`src/rtl/window3x3_rank_mean_filter_core_assert.svh`:
```
// ----------------------------------------------------------------------------
// Assertion macros for the 3x3 rank and mean filter
// Concurrent checks sampled on clk_i, off while rst_ni is low.
// ----------------------------------------------------------------------------
`ifndef WINDOW3X3_RANK_MEAN_FILTER_CORE_ASSERT_SVH
`define WINDOW3X3_RANK_MEAN_FILTER_CORE_ASSERT_SVH

// Same-cycle implication: when ante holds, cons holds at the same edge.
`define RMF3_ASSERT_NOW(lbl, ante, cons, msg) \
  lbl: assert property (@(posedge clk_i) disable iff (!rst_ni) (ante) |-> (cons)) \
    else $error(msg);

// Next-cycle implication: when ante holds, cons holds at the following edge.
`define RMF3_ASSERT_NXT(lbl, ante, cons, msg) \
  lbl: assert property (@(posedge clk_i) disable iff (!rst_ni) (ante) |=> (cons)) \
    else $error(msg);

`endif

```
`src/rtl/rmf3_pkg.sv`:
```
// ----------------------------------------------------------------------------
// rmf3_pkg
// Shared types and codes for the 3x3 rank and mean filter.
// ----------------------------------------------------------------------------
package rmf3_pkg;

  localparam int unsigned PixW     = 8;
  localparam int unsigned RowW     = 12;
  localparam int unsigned OutColW  = 10;
  localparam int unsigned GeoW     = 13;   // widest geometry register
  localparam int unsigned CfgIdxW  = 2;
  localparam int unsigned MaxHeight = 4096;
  localparam int unsigned MinSize  = 3;

  // register indexes of the configuration port
  localparam logic [CfgIdxW-1:0] RegFrameWidth  = 2'd0;
  localparam logic [CfgIdxW-1:0] RegFrameHeight = 2'd1;
  localparam logic [CfgIdxW-1:0] RegFilterMode  = 2'd2;

  // filter mode codes
  localparam logic [1:0] ModeMedian = 2'd0;
  localparam logic [1:0] ModeMin    = 2'd1;
  localparam logic [1:0] ModeMax    = 2'd2;
  localparam logic [1:0] ModeMean   = 2'd3;

  // position tag that travels with each pixel through the pipeline
  typedef struct packed {
    logic [RowW-1:0]    row;   // centre row (pixel row - 1)
    logic [OutColW-1:0] col;   // centre column (pixel column - 1)
    logic               last;  // last interior result of the frame
    logic               emit;  // window is centred on an interior position
  } meta_t;

endpackage

```
`src/rtl/rmf3_kernel.sv`:
```
// ----------------------------------------------------------------------------
// rmf3_kernel
// 3x3 window register and the rank / mean network feeding the result register.
// ----------------------------------------------------------------------------
module rmf3_kernel (
  input  logic                           clk_i,
  input  logic                           rst_ni,
  input  logic                           adv_i,
  input  logic                           in_valid_i,
  input  rmf3_pkg::meta_t                meta_i,
  input  logic [rmf3_pkg::PixW-1:0]      pixel_i,
  input  logic [rmf3_pkg::PixW-1:0]      upper_i,
  input  logic [rmf3_pkg::PixW-1:0]      middle_i,
  input  logic [1:0]                     mode_i,
  output logic                           out_valid_o,
  output logic [rmf3_pkg::RowW-1:0]      out_row_o,
  output logic [rmf3_pkg::OutColW-1:0]   out_col_o,
  output logic [rmf3_pkg::PixW-1:0]      out_pix_o,
  output logic                           out_last_o
);

  typedef logic [8:0][rmf3_pkg::PixW-1:0] win_t;

  // Nine-input median, 19 compare-exchange cells.
  function automatic logic [rmf3_pkg::PixW-1:0] med9(input win_t w);
    win_t p;
    logic [rmf3_pkg::PixW-1:0] t;
    p = w;
    if (p[1] > p[2]) begin t = p[1]; p[1] = p[2]; p[2] = t; end
    if (p[4] > p[5]) begin t = p[4]; p[4] = p[5]; p[5] = t; end
    if (p[7] > p[8]) begin t = p[7]; p[7] = p[8]; p[8] = t; end
    if (p[0] > p[1]) begin t = p[0]; p[0] = p[1]; p[1] = t; end
    if (p[3] > p[4]) begin t = p[3]; p[3] = p[4]; p[4] = t; end
    if (p[6] > p[7]) begin t = p[6]; p[6] = p[7]; p[7] = t; end
    if (p[1] > p[2]) begin t = p[1]; p[1] = p[2]; p[2] = t; end
    if (p[4] > p[5]) begin t = p[4]; p[4] = p[5]; p[5] = t; end
    if (p[7] > p[8]) begin t = p[7]; p[7] = p[8]; p[8] = t; end
    if (p[0] > p[3]) p[3] = p[0];
    if (p[8] < p[5]) p[5] = p[8];
    if (p[4] > p[7]) begin t = p[4]; p[4] = p[7]; p[7] = t; end
    if (p[3] > p[6]) p[6] = p[3];
    if (p[1] > p[4]) p[4] = p[1];
    if (p[5] < p[2]) p[2] = p[5];
    if (p[7] < p[4]) p[4] = p[7];
    if (p[4] > p[2]) begin t = p[4]; p[4] = p[2]; p[2] = t; end
    if (p[6] > p[4]) p[4] = p[6];
    if (p[2] < p[4]) p[4] = p[2];
    return p[4];
  endfunction

  win_t                            win_q;
  logic                            s2_valid_q;
  rmf3_pkg::meta_t                 s2_meta_q;
  logic                            out_valid_q;
  logic [rmf3_pkg::RowW-1:0]       out_row_q;
  logic [rmf3_pkg::OutColW-1:0]    out_col_q;
  logic [rmf3_pkg::PixW-1:0]       out_pix_q;
  logic                            out_last_q;

  logic [rmf3_pkg::PixW-1:0]       min_v;
  logic [rmf3_pkg::PixW-1:0]       max_v;
  logic [11:0]                     sum_v;
  logic [25:0]                     quot_v;
  logic [rmf3_pkg::PixW-1:0]       res_d;

  // shift window: column 2 takes the new column (upper, middle, current row)
  always_ff @(posedge clk_i or negedge rst_ni) begin
    if (!rst_ni) begin
      win_q      <= '0;
      s2_valid_q <= 1'b0;
    end else if (adv_i) begin
      s2_valid_q <= in_valid_i && meta_i.emit;
      if (in_valid_i) begin
        win_q[0] <= win_q[1];
        win_q[1] <= win_q[2];
        win_q[2] <= upper_i;
        win_q[3] <= win_q[4];
        win_q[4] <= win_q[5];
        win_q[5] <= middle_i;
        win_q[6] <= win_q[7];
        win_q[7] <= win_q[8];
        win_q[8] <= pixel_i;
      end
    end
  end

  always_ff @(posedge clk_i) begin
    if (adv_i) begin
      s2_meta_q <= meta_i;
    end
  end

  always_comb begin
    min_v = win_q[0];
    max_v = win_q[0];
    sum_v = 12'(win_q[0]);
    for (int i = 1; i < 9; i++) begin
      if (win_q[i] < min_v) min_v = win_q[i];
      if (win_q[i] > max_v) max_v = win_q[i];
      sum_v = sum_v + 12'(win_q[i]);
    end
    // divide by nine: reciprocal 7282 / 2^16 is exact for sums up to 2295
    quot_v = 26'(sum_v) * 26'd7282;
    case (mode_i)
      rmf3_pkg::ModeMedian: res_d = med9(win_q);
      rmf3_pkg::ModeMin:    res_d = min_v;
      rmf3_pkg::ModeMax:    res_d = max_v;
      rmf3_pkg::ModeMean:   res_d = quot_v[23:16];
      default:              res_d = med9(win_q);
    endcase
  end

  always_ff @(posedge clk_i or negedge rst_ni) begin
    if (!rst_ni) begin
      out_valid_q <= 1'b0;
    end else if (adv_i) begin
      out_valid_q <= s2_valid_q;
    end
  end

  always_ff @(posedge clk_i) begin
    if (adv_i) begin
      out_row_q  <= s2_meta_q.row;
      out_col_q  <= s2_meta_q.col;
      out_pix_q  <= res_d;
      out_last_q <= s2_meta_q.last;
    end
  end

  assign out_valid_o = out_valid_q;
  assign out_row_o   = out_row_q;
  assign out_col_o   = out_col_q;
  assign out_pix_o   = out_pix_q;
  assign out_last_o  = out_last_q;

endmodule

```
`config.mk`:
```
export PLATFORM = sky130hd
export DESIGN_NAME = rmf3_kernel
export DESIGN_NICKNAME = d
export VERILOG_FILES = /design/src/rtl/window3x3_rank_mean_filter_core_assert.svh /design/src/rtl/rmf3_pkg.sv /design/src/rtl/rmf3_kernel.sv
export SDC_FILE = /design/constraint.sdc
export NUM_CORES = 1
export LEC_CHECK = 0
export BUFFER_PORTS_ARGS = -buffer_cell sky130_fd_sc_hd__buf_2
export CORE_MARGIN = 4
export CORE_UTILIZATION = 30
export DETAILED_ROUTE_END_ITERATION = 7
export GPL_TIMING_DRIVEN = 0
export PLACE_DENSITY = 0.5
export SYNTH_ARGS = -nofsm -noshare
export SYNTH_HDL_FRONTEND = slang
export SYNTH_SLANG_ARGS = --single-unit
```
`constraint.sdc`:
```
create_clock -name clk_i -period 21.7 [get_ports clk_i]
set_input_delay 3.255 -clock clk_i [delete_from_list [all_inputs] [get_ports clk_i]]
set_output_delay 3.255 -clock clk_i [all_outputs]
set_load 0.01 [all_outputs]
```
==> impl_metrics.csv <==
group,metric,value,unit
floorplanning,die_h,261,µm
logic_synthesis,netlist_area,19200,µm²
cells_and_area,final_layout_size_suffix_gt1_share,12.8,%
cells_and_area,utilization,33.7,%
cells_and_area,area_delta_synth_final,11.1,%
sta,rsz0062_at_grt,"false",
placement,place_congestion,0.883,
floorplanning,core,63200,µm²
logic_synthesis,synth-edff-count,54,
drt,dr.pass1.iters,6,
floorplanning,start_util,30.4,%
clock_network,clkLatencyLatePin,0.50,ns
logic_synthesis,ys_types,96,
critical_path,path_common_cell,"a21oi_1",
floorplanning,fp.dieW,261,µm
logic_synthesis,synth-seq-cells,128,
critical_path,worst_setup_path_start_kind,"register",
logic_synthesis,synth_top_area_share,21.7,%
drt,vias,16600,
logic_synthesis,synth-seq-area-share,18.1,%
logic_synthesis,ys_async_sr_fraction,57.8,%
sta,hold_viol,0,
sta,worst_slew_pin_slew,1.29,ns
floorplanning,floorplan.die_area,68100,µm²
grt,grt_pass1_wl,98100,µm
floorplanning,placementRows,92,
clock_network,ctsHtreeMaxLevel,4,
grt,antenna_found_initial,0,
critical_path,slowest_delay,0.41,ns
drt,wirelength,64000,µm
hold_path,hold_path.class,"reg -> reg",
logic_synthesis,yosysTopAreaCell,"ha_1",
grt,grt_max_degree,59,
hold_path,holdPathStages,0,
sta,fin_crit,19.92,ns
sta,max_freq,50.2,MHz
logic_synthesis,syn_area_per_cell,8.79,µm²
sta,finalSetupViolations,0,
placement,dpl.hpwl,52900,µm
grt,grt_usage,18.9,%
clock_network,path_clk_slew,0.06,ns
cells_and_area,diodes,0,
clock_network,cts_tree,"built",
placement,io_buffer_count,84,
logic_synthesis,synth_common_cells,"332 x ha_1, 258 x inv_1, 163 x nand2_1, 162 x a21oi_1, 141 x o21ai_0",
grt,grt.overflow.total,0,
drt,drtAntennaViolNets,0,
logic_synthesis,yosysMostFrequentCell,"ha_1",
logic_synthesis,ys.flop_type,"dfrtp_1",
drt,drtIter0Drc,1153,
drt,avgRoutedWirePerCell,20.3,µm
sta,hold_slack,0.416,ns
placement,dp_slack,0.593,ns
critical_path,crit_path_end_kind,"register",
sta,finalClockSkew,0.0172,ns
clock_network,cts_buffer_depth,2,
sta,finalMaxSlewViolations,0,
sta,layout_setup_ws,1.78,ns
status,outcome,"complete, no violations",
flow_run,cap_violations,0,
floorplanning,ios,86,
clock_network,cts_buffers,17,
critical_path,required,21.99,ns
critical_path,arrival,20.20,ns
logic_synthesis,yosysWarnings,0,
cells_and_area,nNetsFinal,2757,
clock_network,cts-root-buf,"clkbuf_16",
logic_synthesis,synthTopCellsByArea,"ha_1 22%, dfrtp_1 9.7%, fa_1 8.8%",
drt,route.detailed.drc,0,
sta,max_slew_margin,14.3,%
grt,grt_pass1_vias,16300,
clock_network,cts_sinks,128,
clock_network,post-cts-setup-buffer-count,0,
critical_path,crit_path_max_fanout,10,
drt,avgViaCountPerCell,5.26,
critical_path,path_class,"reg -> reg",
logic_synthesis,synthCells,2183,
sta,fin_setup_tns,0,ns
cells_and_area,fillers,6573,
critical_path,crit_slowest_cell,"a31oi_1",
logic_synthesis,syn_nets,2653,
critical_path,reg2regPathDepth,98,
sta,period_share,91.8,%
-- worst paths after layout --
path / from / to / slack, ns
min: s2_meta_q[3] / out_col_o[1] / 0.42
max reg2reg: win_q[41] / out_pix_o[3] / 1.78
min in group asynchronous: rst_ni / win_q[19] / 2.69
max: win_q[41] / out_pix_o[3] / 1.78
min reg2reg: s2_meta_q[3] / out_col_o[1] / 0.42
max in group asynchronous: rst_ni / win_q[70] / 18.37
-- worst max-delay path: cells and delay by family (launching register included) --
kind,cells,cell delay [ns]
and+or+nand+nor,25,3.42
AOI/OAI and AO/OA,42,8.22
muxes,2,0.68
adders and majority gates,9,2.66
DFF,1,0.40
buffers and inverters,20,4.27
-- cell type report --
class | instances | area [µm²] | share of cell area, %
flip-flops and latches | 128 | 3480 | 16.3
clock inverters | 15 | 168 | 0.786
inverters | 259 | 972 | 4.56
repair buffers | 85 | 450 | 2.11
well taps | 846 | 1060 | 4.96
clock buffers | 17 | 425 | 2.00
multi-input cells | 1739 | 14500 | 68.1
plain buffers | 57 | 241 | 1.13
-- metrics by stage --
stage	cell area (µm²)	cells
detailed placement	20700	3114
finish	21300	3146
CTS	21300	3146
global route	21300	3146
global placement	20700	3113
floorplan	19200	2183
-- repair_timing --
item,CTS,global route
hold endpoints to repair,0,0
hold buffers,0,0
endpoints found under the setup margin,0,8
resized for setup,0,27
-- logic make-up (layout without fill, tap and decap cells) --
family,Yosys count,in the layout,share of synthesized area (%)
compound gates,576,576,19.5
xor+xnor,21,21,0.959
fa+ha+maj,418,418,30.5
buf+inv,316,433,6.27
flops,128,128,18.1
mux,218,218,12.1
simple gates,506,506,12.6
-- routing by layer --
layer / wire length (µm) / part of all wire [%] / up-vias / GRT usage [%]
met5: 0 / 0 / - / 0
li1: - / - / 8073 / -
met1: 29800 / 46 / 8048 / 25.7
met4: 1590 / 2.5 / 0 / 5.49
met3: 2650 / 4.1 / 70 / 2.81
met2: 30000 / 47 / 365 / 31.2
-- flip-flops by register name (all words and copies together) (netlist names) --
name         count
out_pix_o        8
out_row_o       12
out_last_o       1
out_col_o       10
s2_valid_q       1
out_valid_o      1
win_q           72
s2_meta_q       23
-- layout by cell type, fill, tap and decap left out, types with 6 or more instances in the layout --
| master | Yosys | routed |
|---|---|---|
| a211oi_1 | 15 | 15 |
| a21o_1 | 69 | 69 |
| a21oi_1 | 162 | 162 |
| a22oi_1 | 6 | 6 |
| a31oi_1 | 10 | 10 |
| and2_1 | 12 | 12 |
| and3_1 | 14 | 14 |
| and4_1 | 8 | 8 |
| buf_1 | 9 | 6 |
| buf_2 | 4 | 87 |
| clkbuf_1 | 42 | 36 |
| clkbuf_16 | 0 | 17 |
| clkbuf_2 | 0 | 9 |
| dfrtp_1 | 74 | 68 |
| dfrtp_2 | 0 | 6 |
| edfxtp_1 | 54 | 54 |
| fa_1 | 84 | 84 |
| ha_1 | 332 | 332 |
| inv_1 | 258 | 258 |
| mux2_2 | 103 | 103 |
| mux2i_1 | 113 | 112 |
| nand2_1 | 163 | 163 |
| nand2b_1 | 15 | 15 |
| nand3_1 | 60 | 60 |
| nand4_1 | 21 | 21 |
| nor2_1 | 126 | 126 |
| nor2b_1 | 28 | 28 |
| nor3_1 | 18 | 18 |
| o2111ai_1 | 7 | 7 |
| o211a_1 | 6 | 6 |
| o211ai_1 | 9 | 9 |
| o21a_1 | 40 | 40 |
| o21ai_0 | 141 | 139 |
| o21ai_1 | 11 | 12 |
| o21bai_1 | 9 | 9 |
| or2_2 | 12 | 12 |
| or3_1 | 6 | 6 |
| xnor2_1 | 17 | 17 |
Power is left out: the tool's default activity adds up to more than one toggle a clock period on the data nets, which glitch-free logic cannot reach.
